$ cat src/aiks_pkg.sv
package aiks_pkg;

  // Register indexes of the configuration port
  localparam logic [1:0] REG_LINK_LENGTH      = 2'd0;
  localparam logic [1:0] REG_BASE_OFFSET      = 2'd1;
  localparam logic [1:0] REG_STEPS_PER_DEGREE = 2'd2;

  localparam logic [11:0] LINK_LENGTH_RESET      = 12'd1920;
  localparam logic [11:0] BASE_OFFSET_RESET      = 12'd656;
  localparam logic [19:0] STEPS_PER_DEGREE_RESET = 20'd167481;

  // Datapath widths
  localparam int CW    = 26;  // CORDIC vector component
  localparam int AW    = 32;  // CORDIC angle accumulator, 2^-24 degree
  localparam int THW   = 35;  // joint angle
  localparam int STEPW = 18;

  localparam logic [STEPW-1:0] STEP_MAX = '1;
  localparam logic signed [THW-1:0] DEG90  = 35'sd1509949440;
  localparam logic signed [THW-1:0] DEG180 = 35'sd3019898880;

  // atan(2^-i) in 2^-24 degree
  localparam logic signed [AW-1:0] ATAN_DEG [32] = '{
    32'sd754974720, 32'sd445687602, 32'sd235489088, 32'sd119537938,
    32'sd60000934, 32'sd30029717, 32'sd15018523, 32'sd7509719,
    32'sd3754917, 32'sd1877465, 32'sd938734, 32'sd469367,
    32'sd234684, 32'sd117342, 32'sd58671, 32'sd29335,
    32'sd14668, 32'sd7334, 32'sd3667, 32'sd1834,
    32'sd917, 32'sd458, 32'sd229, 32'sd115,
    32'sd57, 32'sd29, 32'sd14, 32'sd7,
    32'sd4, 32'sd2, 32'sd1, 32'sd0
  };

  typedef struct packed {
    logic signed [CW-1:0] a;
    logic signed [CW-1:0] b;
    logic signed [AW-1:0] ang;
  } lane_t;

  typedef lane_t [2:0] lanes_t;

  // Sideband through the first root
  typedef struct packed {
    logic signed [13:0] x;
    logic [13:0]        ay;
    logic signed [13:0] z;
    logic               origin;
  } side1_t;

  // Sideband through the second root
  typedef struct packed {
    logic signed [13:0] x;
    logic [13:0]        ay;
    logic signed [13:0] z;
    logic               origin;
    logic [21:0]        rr;
  } side2_t;

  // Sideband through the third root
  typedef struct packed {
    logic signed [13:0] x;
    logic [13:0]        ay;
    logic [13:0]        az;
    logic               z_pos;
    logic [21:0]        rr;
    logic [22:0]        rs;
    logic               unreach;
  } side3_t;

  typedef struct packed {
    logic z_pos;
    logic unreach;
  } cside_t;

  typedef struct packed {
    logic             reachable;
    logic             base_dir;
    logic [STEPW-1:0] base_steps;
    logic             shoulder_dir;
    logic [STEPW-1:0] shoulder_steps;
    logic             elbow_dir;
    logic [STEPW-1:0] elbow_steps;
  } result_t;

endpackage

$ cat src/aiks_cordic_cell.sv
module aiks_cordic_cell
  import aiks_pkg::*;
#(
  parameter int IDX = 0
) (
  input  logic   clk,
  input  logic   rst,
  input  logic   adv,
  input  logic   valid_in,
  input  lanes_t lanes_in,
  input  cside_t side_in,
  output logic   valid_out,
  output lanes_t lanes_out,
  output cside_t side_out
);

  lanes_t lanes_next;

  // Rotate each vector toward the positive axis
  always_comb begin
    for (int l = 0; l < 3; l++) begin
      if (lanes_in[l].b >= 0) begin
        lanes_next[l].a   = lanes_in[l].a + (lanes_in[l].b >>> IDX);
        lanes_next[l].b   = lanes_in[l].b - (lanes_in[l].a >>> IDX);
        lanes_next[l].ang = lanes_in[l].ang + ATAN_DEG[IDX];
      end else begin
        lanes_next[l].a   = lanes_in[l].a - (lanes_in[l].b >>> IDX);
        lanes_next[l].b   = lanes_in[l].b + (lanes_in[l].a >>> IDX);
        lanes_next[l].ang = lanes_in[l].ang - ATAN_DEG[IDX];
      end
    end
  end

  always_ff @(posedge clk) begin
    if (rst) begin
      valid_out <= 1'b0;
    end else if (adv) begin
      valid_out <= valid_in;
    end
  end

  always_ff @(posedge clk) begin
    if (adv) begin
      lanes_out <= lanes_next;
      side_out  <= side_in;
    end
  end

endmodule

$ cat config.mk
export PLATFORM = sky130hd
export DESIGN_NAME = aiks_cordic_cell
export DESIGN_NICKNAME = d
export VERILOG_FILES = /design/src/aiks_pkg.sv /design/src/aiks_cordic_cell.sv
export SDC_FILE = /design/constraint.sdc
export NUM_CORES = 1
export LEC_CHECK = 0
export ABC_AREA = 1
export BUFFER_PORTS_ARGS = -buffer_cell sky130_fd_sc_hd__buf_2
export CORE_MARGIN = 2
export CORE_UTILIZATION = 50
export DETAILED_ROUTE_END_ITERATION = 10
export PLACE_DENSITY = 0.85
export SLEW_MARGIN = 5
export SYNTH_ARGS = -nofsm -noshare
export SYNTH_HDL_FRONTEND = slang
export SYNTH_SLANG_ARGS = --single-unit
$ cat constraint.sdc
create_clock -name clk -period 7.2 [get_ports clk]
set_clock_uncertainty 0.05 [all_clocks]
set_input_delay 1.44 -clock clk [delete_from_list [all_inputs] [get_ports clk]]
set_output_delay 1.44 -clock clk [all_outputs]
set_load 0.02 [all_outputs]
After elaboration in Yosys (flattened, before gate mapping):

Cells that the tools add are included.

* bits in registers: 255
* latch bits: 0
* bits in writable memories: 0
* memory bits (read-only): 0
* bits of input ports: 258
* output and inout port bits: 255
* logic and storage cells: 33
* memories: 0

* $add $sub $neg: 15
* multipliers: 0
* divide/modulo/power cells: 0
* $lt $le $gt $ge: 3
* equality and inequality tests: 0
* shifts and indexed selects: 0
* multiplexer cells: 3
* bitwise operators: 0
* reduce and logical (&&, ||, !) cells: 0

Operators by type and width (number)
* 84-bit 2-to-1 mux: 3
* 26-bit subtractor: 6
* 32-bit by 31-bit adder with 32-bit output, second input constant: 3
* 32-bit by 31-bit subtractor with 32-bit output, second input constant: 3
* 26-bit adder: 3
* 26-bit by 1-bit greater-or-equal comparator with 1-bit output, second input constant: 3

Longest topological paths before layout:

* depth in word-level cells: 2
* gate-level depth with buffers: 16

Least setup slack after synthesis:

Ideal clock, no wire load.

* kind: in2reg
* from: in lanes_in[57] in the netlist's numbering
* to: reg lanes_out[30] in the netlist's numbering (data pin)
* library setup time: 0.262 ns
* arrival: 2.964 ns
* data required time: 6.888 ns
* setup slack: 3.924 ns
* stages: 13
* path buffers: 3
* path through: buf_2 -> inv_1 -> buf_2 -> buf_2 -> ha_1 -> inv_1 -> o21ai_0 -> inv_1 -> nand2_1 -> nand3_1 -> nand2_1 -> a21oi_1 -> xor2_1

RTL lines
* start: declaration: line aiks_cordic_cell.sv:10 `input lanes_t lanes_in,`
* end signal: assignment: line aiks_cordic_cell.sv:44 `lanes_out <= lanes_next;`
* end: declaration: line aiks_cordic_cell.sv:13 `output lanes_t lanes_out,`

==> flow_summary.yaml <==
pwr:
  ir_drop_v: 0.000202
  p_per_area_nw_per_um2: 197
  design_power_total_mw: 5.66
  p_leak_nw: 15.0
placed_design:
  io_buffers: 512
  dp_hpwl_mm: 75.0
  place.gp.congestion: 1.03
floorplanning:
  die_w_microns: 227
  dieArea_sq_um: 51500
  row_count: 81
  fp.dieH_microns: 227
  core_sq_um: 49100
  initial_core_util: 0.507
  boundaryPins: 513
timing:
  worst_pin_slew_ns: 0.951
  min_period_ns: 3.77
  drv_slew: 0
  relSlewSlack: 0.366
  hold_viol: 0
  finalSetupTns_ns: 0
  setup_viol: 0
  rsz0062_at_grt: "no"
  fin_crit_sh: 0.524
  fmax_mhz: 265
global_route:
  antenna_found_initial: 14
  track_usage: 0.346
  overflow: 0
  grt_pass1_vias: 24800
  grt_max_degree: 145
  grt_first_pass_wirelength_mm: 138
critical_path:
  critical_path_class: "in -> reg"
  worstPathMaxFanout: 53
  arrival_ns: 4.04
  regToRegSetupSlack_ns: 6.51
  critPathTopFamily: "buffers and inverters"
  worst-r2r-cell-count: 2
  cpPeakStageDelay_ns: 0.50
  end_kind: "register"
  timing.rr.start: "valid_out"
  crit_chain: "buf_2 > buf_4 > inv_2 > buf_4 > ha_1 > inv_1 > o21ai_0 > inv_1 > nand2_1 > nand3_1 > nand2_1 > a21oi_1 > xor2_1"
  worstSetupStartpointType: "input port"
  crit_slowest_cell: "buf_4"
  crit_required_ns: 7.47
  cp.depth: 13
  reg2reg_to: "valid_out"
  worst-path-buf-inv: 6
routing:
  vias: 26400
  wl_per_cell_microns: 19.1
  drt_iter0_drc: 2639
  first_pass_iters: 6
  routed_via_density: 5.51
  drc: 0
  wl_mm: 91.4
  ant_nets: 0
synth:
  synth_most_common_cell: "nand2_1"
  synth_edf_count: 251
  synth.top_cell.area_share: 0.303
  ys_top_cells_by_count: "nand2_1 (1,058), inv_1 (560), nand3_1 (354)"
  ys.flop_type: "edfxtp_1"
  synth_nets: 4143
  synth_area_leaders: "edfxtp_1 (30%), nand2_1 (16%), ha_1 (12%), inv_1 (8.5%), nand3_1 (7.1%)"
  synth_cells: 3642
  ys_warn_count: 0
  synth_cell_types: 46
  yosysTopAreaCell: "edfxtp_1"
  seq_area_frac_synth: 0.304
  synth_area_sq_um: 24900
  async_flop_share: 0
  synth.avg_cell_area_sq_um: 6.82
  synth-seq-cells: 252
cts:
  clk_pin_slew_ns: 0.06
  clock_path_buffers: 3
  post_cts_buffers: 0
  hold_buffers: 0
  clock_sink_count: 252
  insertion_delay_ns: 0.60
  cts_resized: 0
  cts_tree: "done"
  h-tree-depth: 1
  numCtsBuffers: 29
  clockRootBuffer: "clkbuf_16"
finish:
  nNetsFinal: 4587
  post-route-util: 0.586
  drive_above_1_share: 0.154
  syn_to_final_growth_pct: 15.7
min_path:
  hp-start: "valid_out"
  hold_end: "valid_out"
  min_path_type: "reg -> reg"
  min_path_cells: 2
run:
  maxCapViolations: 0
status:
  status: "complete, no violations"
## through the flow
stage / hold slack (ns) / std cells / setup slack, ns / instance area (sq um)
after floorplan: 0.529 / 3642 / 3.92 / 24900
after global placement: 0.425 / 4719 / 2.93 / 27700
after detailed placement: 0.478 / 4719 / 2.95 / 27700
after CTS: 0.525 / 4773 / 3.55 / 28700
after global routing: 0.544 / 4782 / 3.29 / 28700
final: 0.513 / 4785 / 3.43 / 28800
## cells in the final DEF (no fill, tap or decap), types with 3 or more instances in the layout
master | Yosys | final
diode_2 | 0 | 12
nand2_2 | 3 | 3
nand3b_1 | 10 | 10
xnor2_1 | 7 | 7
o21a_1 | 4 | 4
fa_1 | 9 | 9
o22ai_1 | 14 | 14
ha_1 | 234 | 234
xor2_1 | 65 | 65
nand2_1 | 1058 | 1058
inv_1 | 560 | 559
nor3_2 | 4 | 4
and2_1 | 5 | 5
o21ai_0 | 208 | 208
clkbuf_16 | 0 | 29
a21boi_0 | 6 | 6
edfxtp_1 | 251 | 251
or2_2 | 8 | 8
bufinv_16 | 0 | 8
o211ai_1 | 4 | 4
nor2_1 | 263 | 263
buf_4 | 48 | 7
clkinv_1 | 0 | 5
o21bai_1 | 25 | 25
buf_2 | 31 | 511
nor3_1 | 22 | 22
nand4_1 | 83 | 83
nand3_1 | 354 | 354
clkbuf_1 | 12 | 4
a21oi_2 | 7 | 7
inv_2 | 16 | 17
a21oi_1 | 249 | 249
o21ai_1 | 19 | 19
a31oi_1 | 8 | 8
nor2_2 | 19 | 19
o21ai_2 | 6 | 6
## area by class of cell
class                           instances  area [sq um]
Multi-Input combinational cell       2707         14500
Timing Repair Buffer                  520          2650
Tap cell                              664           831
Sequential cell                       252          7560
Clock inverter                         21           323
Inverter                              576          2160
Clock buffer                           33           741
Antenna cell                           12          30.0
Fill cell                            4686         20300
## worst max path at each step
stage / start / to / slack, ns
2_1_floorplan: lanes_in[57] / lanes_out[30] / 3.92
6_report: lanes_in[57] / lanes_out[30] / 3.43
5_1_grt: lanes_in[57] / lanes_out[30] / 3.29
4_1_cts: lanes_in[57] / lanes_out[30] / 3.55
3_3_place_gp: lanes_in[57] / lanes_out[30] / 2.93
3_5_place_dp: lanes_in[57] / lanes_out[30] / 2.95
## cell families after synthesis
logic type                 share of synthesized area
and+or+nand+nor                                0.312
AOI/OAI and AO/OA                              0.119
xor gates and xnor gates                      0.0254
muxes                                       0.000806
buffers and inverters                          0.114
adders and majority gates                      0.125
DFF                                            0.304
## state kept, by name, summed over array words and instances (netlist names)
| signal | count |
|---|---|
| lanes_out | 249 |
| valid_out | 1 |
| side_out | 2 |
## routing by layer
metal  global-route usage  wire length (microns)  part of all wire  up-vias
li1                     -                      -                 -    12700
met4                0.181                   4960             0.054        2
met1                0.436                  35500              0.39    12000
met5                    0                     16           0.00018        -
met3               0.0481                   8860             0.097      246
met2                0.577                  42000              0.46     1426
## where the power goes
part	switching, mW	internal, mW	leakage (nW)	total, mW
clock	0.643	1.03	0.514	1.67
sequential	0.0575	1.85	2.46	1.90
combinational	1.47	0.615	12.0	2.08
## worst min-delay path, stage by stage (launching register included)
cell     delay [ns]
dfxtp_1        0.35
mux2i_1        0.08
nor2_1         0.09
No activity file was read; power rests on OpenSTA's default activity.
