## config.mk

```make
export PLATFORM = sky130hd
export DESIGN_NAME = aiks_isqrt
export DESIGN_NICKNAME = d
export VERILOG_FILES = /design/src/aiks_sqrt_cell.sv /design/src/aiks_isqrt.sv
export SDC_FILE = /design/constraint.sdc
export NUM_CORES = 2
export LEC_CHECK = 0
export CORE_UTILIZATION = 42
export DETAILED_ROUTE_END_ITERATION = 16
export DONT_BUFFER_PORTS = 1
export PLACE_DENSITY = 0.56
export SLEW_MARGIN = 20
export SYNTH_ARGS = -nofsm -noshare
export SYNTH_HDL_FRONTEND = slang
export SYNTH_SLANG_ARGS = --single-unit
```

## constraint.sdc

```tcl
create_clock -name clk -period 6.5 [get_ports clk]
set_clock_uncertainty 0.2 [all_clocks]
set_input_delay 0.975 -clock clk [delete_from_list [all_inputs] [get_ports clk]]
set_output_delay 0.975 -clock clk [all_outputs]
set_load 0.1 [all_outputs]
```

## src/aiks_sqrt_cell.sv

```systemverilog
module aiks_sqrt_cell #(
  parameter int IN_W   = 44,
  parameter int SIDE_W = 8
) (
  input  logic                clk,
  input  logic                rst,
  input  logic                adv,
  input  logic                valid_in,
  input  logic [IN_W-1:0]     rad_in,
  input  logic [IN_W/2+1:0]   rem_in,
  input  logic [IN_W/2-1:0]   root_in,
  input  logic [SIDE_W-1:0]   side_in,
  output logic                valid_out,
  output logic [IN_W-1:0]     rad_out,
  output logic [IN_W/2+1:0]   rem_out,
  output logic [IN_W/2-1:0]   root_out,
  output logic [SIDE_W-1:0]   side_out
);

  localparam int OUT_W = IN_W / 2;

  logic [OUT_W+1:0] cur;
  logic [OUT_W+1:0] trial;
  logic             fits;

  // Bring down two radicand bits and try the next root bit
  always_comb begin
    cur   = {rem_in[OUT_W-1:0], rad_in[IN_W-1 -: 2]};
    trial = {root_in, 2'b01};
    fits  = (cur >= trial);
  end

  always_ff @(posedge clk) begin
    if (rst) begin
      valid_out <= 1'b0;
    end else if (adv) begin
      valid_out <= valid_in;
    end
  end

  always_ff @(posedge clk) begin
    if (adv) begin
      rad_out  <= rad_in << 2;
      rem_out  <= fits ? (cur - trial) : cur;
      root_out <= {root_in[OUT_W-2:0], fits};
      side_out <= side_in;
    end
  end

endmodule

```

## src/aiks_isqrt.sv

```systemverilog
module aiks_isqrt #(
  parameter int IN_W   = 44,
  parameter int SIDE_W = 8
) (
  input  logic                clk,
  input  logic                rst,
  input  logic                adv,
  input  logic                valid_in,
  input  logic [IN_W-1:0]     rad,
  input  logic [SIDE_W-1:0]   side_in,
  output logic                valid_out,
  output logic [IN_W/2-1:0]   root,
  output logic [SIDE_W-1:0]   side_out
);

  localparam int OUT_W = IN_W / 2;

  logic              v_c    [OUT_W+1];
  logic [IN_W-1:0]   rad_c  [OUT_W+1];
  logic [OUT_W+1:0]  rem_c  [OUT_W+1];
  logic [OUT_W-1:0]  root_c [OUT_W+1];
  logic [SIDE_W-1:0] side_c [OUT_W+1];

  assign v_c[0]    = valid_in;
  assign rad_c[0]  = rad;
  assign rem_c[0]  = '0;
  assign root_c[0] = '0;
  assign side_c[0] = side_in;

  // One root bit per cell, most significant first
  for (genvar k = 0; k < OUT_W; k++) begin : g_cell
    aiks_sqrt_cell #(.IN_W(IN_W), .SIDE_W(SIDE_W)) u_cell (
      .clk      (clk),
      .rst      (rst),
      .adv      (adv),
      .valid_in (v_c[k]),
      .rad_in   (rad_c[k]),
      .rem_in   (rem_c[k]),
      .root_in  (root_c[k]),
      .side_in  (side_c[k]),
      .valid_out(v_c[k+1]),
      .rad_out  (rad_c[k+1]),
      .rem_out  (rem_c[k+1]),
      .root_out (root_c[k+1]),
      .side_out (side_c[k+1])
    );
  end

  assign valid_out = v_c[OUT_W] & (rad_c[OUT_W] == '0);
  assign root      = root_c[OUT_W];
  assign side_out  = side_c[OUT_W];

endmodule

```

== After elaboration in Yosys (flattened, before gate mapping) ==
Cells that the tools add are included.

* Register bits after elaboration: 1,356
* Logic and storage cells: 173
* Bits in latches: 0
* Memory bits (writable): 0
* Memories: 0
* Memory bits (read-only): 0

* Equality and inequality tests: 0
* Mux-type cells: 21
* Reduce and logical (&&, ||, !) cells: 0
* $lt $le $gt $ge: 22
* Divide/modulo/power cells: 0
* $mul: 0
* Shift-type cells: 0
* Bitwise gates (word level): 0
* Add/sub/neg operators: 21

{| class="wikitable"
|+ Operators by type and width
! operator !! number
|-
| $mux 22 || 20
|-
| $ge 24x10->1 || 1
|-
| $ge 24x11->1 || 1
|-
| $ge 24x12->1 || 1
|-
| $ge 24x13->1 || 1
|-
| $ge 24x14->1 || 1
|-
| $ge 24x15->1 || 1
|-
| $ge 24x16->1 || 1
|-
| $ge 24x17->1 || 1
|-
| $ge 24x18->1 || 1
|-
| $ge 24x19->1 || 1
|-
| $ge 24x20->1 || 1
|-
| $ge 24x21->1 || 1
|-
| $ge 24x22->1 || 1
|-
| $ge 24x23->1 || 1
|-
| $ge 24x3->1 || 1
|-
| $ge 24x4->1 || 1
|-
| $ge 24x5->1 || 1
|-
| $ge 24x6->1 || 1
|-
| $ge 24x7->1 || 1
|-
| $ge 24x8->1 || 1
|-
| $ge 24x9->1 || 1
|-
| $sub 22x10->22 || 1
|-
| $sub 22x11->22 || 1
|-
| other kinds (21) || 21
|}

== Depth between registers and ports, before layout ==
* Word-level depth: 2
* Depth in mapped cells: 12
* Mapped depth without buffers: 10

== Hierarchy ==
From an unflattened synthesis, not the netlist that was laid out.

* Cell total of the unflattened synthesis: 7,526
* Area, all modules: 100,527.7 um2

{| class="wikitable"
|+ By module, submodules not included
! module !! cells each !! sequential area each (um2) !! instances !! area each (um2)
|-
| aiks_sqrt_cell at g_cell[18].u_cell ... || 351 || 2,902.8 || 13 || 4,513.1
|-
| aiks_sqrt_cell at g_cell[10].u_cell ... || 322 || 2,902.8 || 8 || 4,642.0
|-
| aiks_sqrt_cell at g_cell[0].u_cell || 370 || 2,902.8 || 1 || 4,609.4
|-
| aiks_isqrt || 17 || 0.0 || 1 || 112.6
|}

== Worst setup path before layout ==
No wires, ideal clock.

* Path kind: reg2reg
* Start: register g_cell[19].u_cell.rem_out[15]
* End: register g_cell[20].u_cell.rem_out[18], data pin
* Buffers on the path: 1
* Path slack: 3.451 ns
* Required time: 6.040 ns
* Data arrival time: 2.589 ns
* Stages on the path, launching flop included: 10
* Cell sequence: edfxtp_1 ha_1 a21o_1 a21oi_1 nor2b_1 or3_1 a2111oi_0 o211ai_2 clkbuf_1 mux2_2

* Cells in the longest elaborated chain, start to end: 2

{| class="wikitable"
|+ Ends and longest elaborated chain
! what !! RTL line !! RTL
|-
| start: declaration || aiks_sqrt_cell.sv:15 || <nowiki>output logic [IN_W/2+1:0] rem_out,</nowiki>
|-
| start signal: assignment || aiks_sqrt_cell.sv:44 || <nowiki>rem_out <= fits ? (cur - trial) : cur;</nowiki>
|-
| $sub 22x22->22 / $ge 24x22->1 (equally long branches) || aiks_sqrt_cell.sv:44, aiks_sqrt_cell.sv:30 ||
|-
| $mux 22 (*) || aiks_sqrt_cell.sv:44 ||
|-
| end signal: assignment || aiks_sqrt_cell.sv:44 ||
|-
| end: declaration || aiks_sqrt_cell.sv:15 ||
|}

Mark *: on every way between the ends. The rest lies on a longest branch, timed or not.
A chain may end at the register's enable or synchronous reset.

== Final worst setup path ==
* Start: input adv
* End: register g_cell[21].u_cell.side_out[3], enable pin

{| class="wikitable"
|+ RTL lines
! what !! RTL line !! RTL
|-
| start: declaration || aiks_isqrt.sv:7 || <nowiki>input logic adv,</nowiki>
|-
| end signal: assignment || aiks_sqrt_cell.sv:46 || <nowiki>side_out <= side_in;</nowiki>
|-
| end: declaration || aiks_sqrt_cell.sv:17 || <nowiki>output logic [SIDE_W-1:0] side_out</nowiki>
|}

No word-level cell between the ends.

==> results.txt <==
----------------------------------------------------
[Timing]
  Final Cycle Share ... 0.692
  Worst-Margin Slew ... 1.11 ns
  Total negative slack for setup checks ... 0 ns
  Final number of hold-violating endpoints ... 0
  Post-route minimum period ... 4.50 ns
  Pins over their slew limit ... 0
  Total of endpoints with negative setup slack in the final report ... 0
  Max-Slew Margin vs Limit ... 0.261
  Peak Freq ... 222 MHz
  Minimum hold slack ... 0.0906 ns
  Setup repair after global routing missed its margin ... false

[Global route]
  Overall Global Routing Usage ... 0.138
  Vias in the first global route ... 31.3k
  Total congestion overflow after global routing ... 0
  Number of antenna violations at the first check in global routing ... 0
  Pin count of the biggest net entering global routing ... 1348
  Global-route wire length before repair ... 159 mm

[Clock network]
  Clock Tree Root ... sky130_fd_sc_hd__clkbuf_16
  Sink count of the clock tree ... 1347
  Clock network latency to the later pin of the worst-skew pair ... 0.77 ns
  Clock tree buffer depth ... 3
  Clock slew at reported path FFs ... 0.06 ns
  CTS H-tree depth ... 4
  Resized cells post-CTS ... 0
  Clock tree from TritonCTS ... done
  TritonCTS buffer count ... 150

[Die]
  Initial core utilization ... 0.423
  Full die area ... 142000 um^2
  Die Y-Extent ... 377 um
  Core area ... 140000 um^2
  I/O pin total ... 87
  Number of rows created at floorplan ... 137
  X dimension of the die ... 377 um

[Yosys]
  Most frequently used flop master after synthesis ... sky130_fd_sc_hd__edfxtp_1
  Number of enable flip-flop cells after synthesis ... 1325
  Total of flip-flops plus latches after synthesis ... 1347
  Cell area after synthesis ... 59000 um^2
  Total number of yosys warnings ... 0
  Post-Syn Instances ... 4237
  Post-synthesis cell type count ... 91
  Share of flip-flops with an asynchronous set or reset ... 0
  Number of nets in the synthesized netlist ... 4569
  Mean post-synth cell area ... 13.9 um^2
  Post-synthesis sequential area ratio ... 0.682

[Final layout]
  Filler cell count ... 12.2k
  Diode count ... 0
  Area overhead of the layout relative to synthesis ... 12.1%
  Number of cells in the finished layout apart from fillers ... 6331
  Share of layout cells above drive strength 1 ... 0.0703
  Number of nets in the final layout ... 4670

[Placed design]
  IO Port Bufs ... 0
  Placed cells ... 6051
  Routability cong. ... 0.873
  Half-perimeter wire length after placement ... 61.8 mm

[Worst setup path]
  Worst flop-to-flop path startpoint ... g_cell[14].u_cell.rem_out[0]
  Instance count on the critical path ... 5
  CP required ... 6.67 ns
  Crit path max-delay cell type ... sky130_fd_sc_hd__buf_16
  Kind of critical path ... in -> reg
  Setup slack of the most critical reg-to-reg path ... 2.75 ns
  Number of buffers and inverters on the critical path ... 5
  Critical-path cell list ... buf_16, buf_16, buf_16, buf_16, buf_16
  Startpoint types ... input port
  Worst setup endpoint ... g_cell[21].u_cell.side_out[3]
  Max stage delay on crit path ... 0.72 ns
  CP Data Arrival Time ... 4.67 ns
  Endpoint class of the critical path ... register
  Category of cells accounting for the largest share of critical-path delay ... buffers and inverters
  Cell mode on critical path ... sky130_fd_sc_hd__buf_16
  Critical-path maximum fanout ... 221
  Number of cells traversed by the worst register-to-register path ... 9
  First element of the critical path ... adv
  Worst flop-to-flop path endpoint ... g_cell[15].u_cell.rem_out[7]

[Route]
  Post-DRT Antenna Nets ... 0
  Average via count per standard cell ... 5.03
  First DRT Iteration DRCs ... 1973
  Number of detailed-routing iterations run before antenna repair ... 5
  Overall routed net length ... 98.1 mm
  # DRC ... 0
  Drt wl/cell ... 15.5 um
  Via count ... 31.9k

[Power and ir drop]
  Power per standard cell area ... 350 nW/um^2
  P_leak ... 24.9 nW
  Worst IR drop on VDD ... 0.000243 V

[Flow run]
  Count of maximum capacitance violations ... 0

[Outcome]
  Outcome ... finished, final reports clean

[Hold path]
  Hold crit path type ... in -> reg

----------------------------------------------------
layout by cell type (no fill, tap or decap), types with 151 or more instances in the layout:
cell type                   Yosys  layout
sky130_fd_sc_hd__inv_1        322     322
sky130_fd_sc_hd__clkbuf_16      0     156
sky130_fd_sc_hd__a21oi_1      254     253
sky130_fd_sc_hd__nand2_1      249     249
sky130_fd_sc_hd__o21ai_0      212     212
sky130_fd_sc_hd__nor2_1       266     266
sky130_fd_sc_hd__xor2_1       151     151
sky130_fd_sc_hd__ha_1         276     276
sky130_fd_sc_hd__edfxtp_1    1325    1325
sky130_fd_sc_hd__xnor2_1      194     194
flip-flops by register name, indices dropped and copies added (netlist names):
signal                   flops
g_cell.u_cell.rad_out      462
g_cell.u_cell.root_out     253
g_cell.u_cell.side_out     176
g_cell.u_cell.valid_out     22
g_cell.u_cell.rem_out      434
power breakdown:
group | switching [mW] | internal, mW
logic | 2.06 | 1.59
clock network | 3.33 | 4.78
registers | 0.591 | 10.8
total | 5.98 | 17.2
synthesized netlist by cell type (all sizes together) (9+ instances only):
master	count	area [um^2]
a21oi	255	1280
nor2b	44	275
buf	17	104
or2	17	106
clkbuf	56	210
nor4	43	290
or3	46	303
o21a	38	285
a31oi	21	131
a211oi	16	120
inv	322	1210
nand2	249	935
mux2i	31	310
nor3	100	516
nand4	34	213
o21ai	215	1080
xnor2	195	1720
o31ai	15	113
nand2b	61	392
mux2	48	552
nand3b	9	80.1
a21boi	10	75.1
or4	31	240
a21o	83	623
xor2	151	1320
nand3	48	245
and3	13	81.3
o211ai	25	198
edfxtp	1325	39800
nor2	267	1010
o31a	11	96.3
dfxtp	22	440
o21bai	18	135
ha	276	3450
per-layer routing:
layer,wire [um],up-vias,track usage
met4,3540,0,0.0582
met5,0,-,0
met1,42600,15100,0.168
met2,47700,559,0.234
met3,4300,248,0.0331
li1,-,16000,-
final cells by class:
| class | instances | area (um^2) | area share |
|---|---|---|---|
| multi-input cells | 2495 | 17300 | 0.262 |
| clock inverters | 76 | 691 | 0.0104 |
| repair buffers | 22 | 333 | 0.00503 |
| flip-flops and latches | 1347 | 40200 | 0.608 |
| inverters | 322 | 1210 | 0.0183 |
| well taps | 1876 | 2350 | 0.0355 |
| clock buffers | 193 | 4040 | 0.0611 |
cells by family (layout without fill, tap and decap cells):
group / count (synthesis) / in the layout / share of synthesized area
AOI/OAI and AO/OA: 789 / 789 / 0.0824
and+or+nand+nor: 1004 / 1004 / 0.0857
buffers and inverters: 395 / 613 / 0.0258
adders and majority gates: 276 / 276 / 0.0585
muxes: 79 / 79 / 0.0146
other: 1 / 1 / 0.0000635
xor gates and xnor gates: 346 / 346 / 0.0515
DFF: 1347 / 1347 / 0.682
worst register-to-register path: cells and delay by family, from the launching register on:
kind            cells  cell delay [ns]
compound gates      4             1.34
fa+ha+maj           1             0.37
buf+inv             1             0.34
flops               1             0.39
mux                 1             0.38
simple gates        2             0.48
how the worst min path moves through the flow:
stage / end / depth (start not counted) / start / slack [ns]
after global placement: g_cell[6].u_cell.rad_out[37] / 0 / g_cell[5].u_cell.rad_out[35] / 0.20
final: g_cell[0].u_cell.rad_out[41] / 0 / rad[39] / 0.09
after detailed placement: g_cell[10].u_cell.rad_out[23] / 0 / g_cell[9].u_cell.rad_out[21] / 0.20
after floorplan: g_cell[10].u_cell.rad_out[22] / 0 / g_cell[9].u_cell.rad_out[20] / 0.20
after global routing: g_cell[0].u_cell.rad_out[40] / 0 / rad[38] / 0.02
after CTS: g_cell[0].u_cell.rad_out[40] / 0 / rad[38] / 0.006
stage by stage:
step | area (um^2) | utilization | total power, mW | worst slack [ns]
3_5_place_dp | 61200 | 0.438 | 15.0 | 2.73
2_1_floorplan | 59000 | - | 14.2 | 3.45
5_1_grt | 66200 | 0.474 | 24.4 | 1.77
4_1_cts | 65900 | 0.473 | 23.3 | 2.71
6_report | 66200 | 0.474 | 23.2 | 2.00
3_3_place_gp | 61200 | 0.438 | 15.0 | 2.74
timing repair:
item                                   CTS  global route
buffers inserted                         0             0
hold buffers                             3             0
endpoints found under the hold margin   18             0
(Power assumes the default switching activity.)
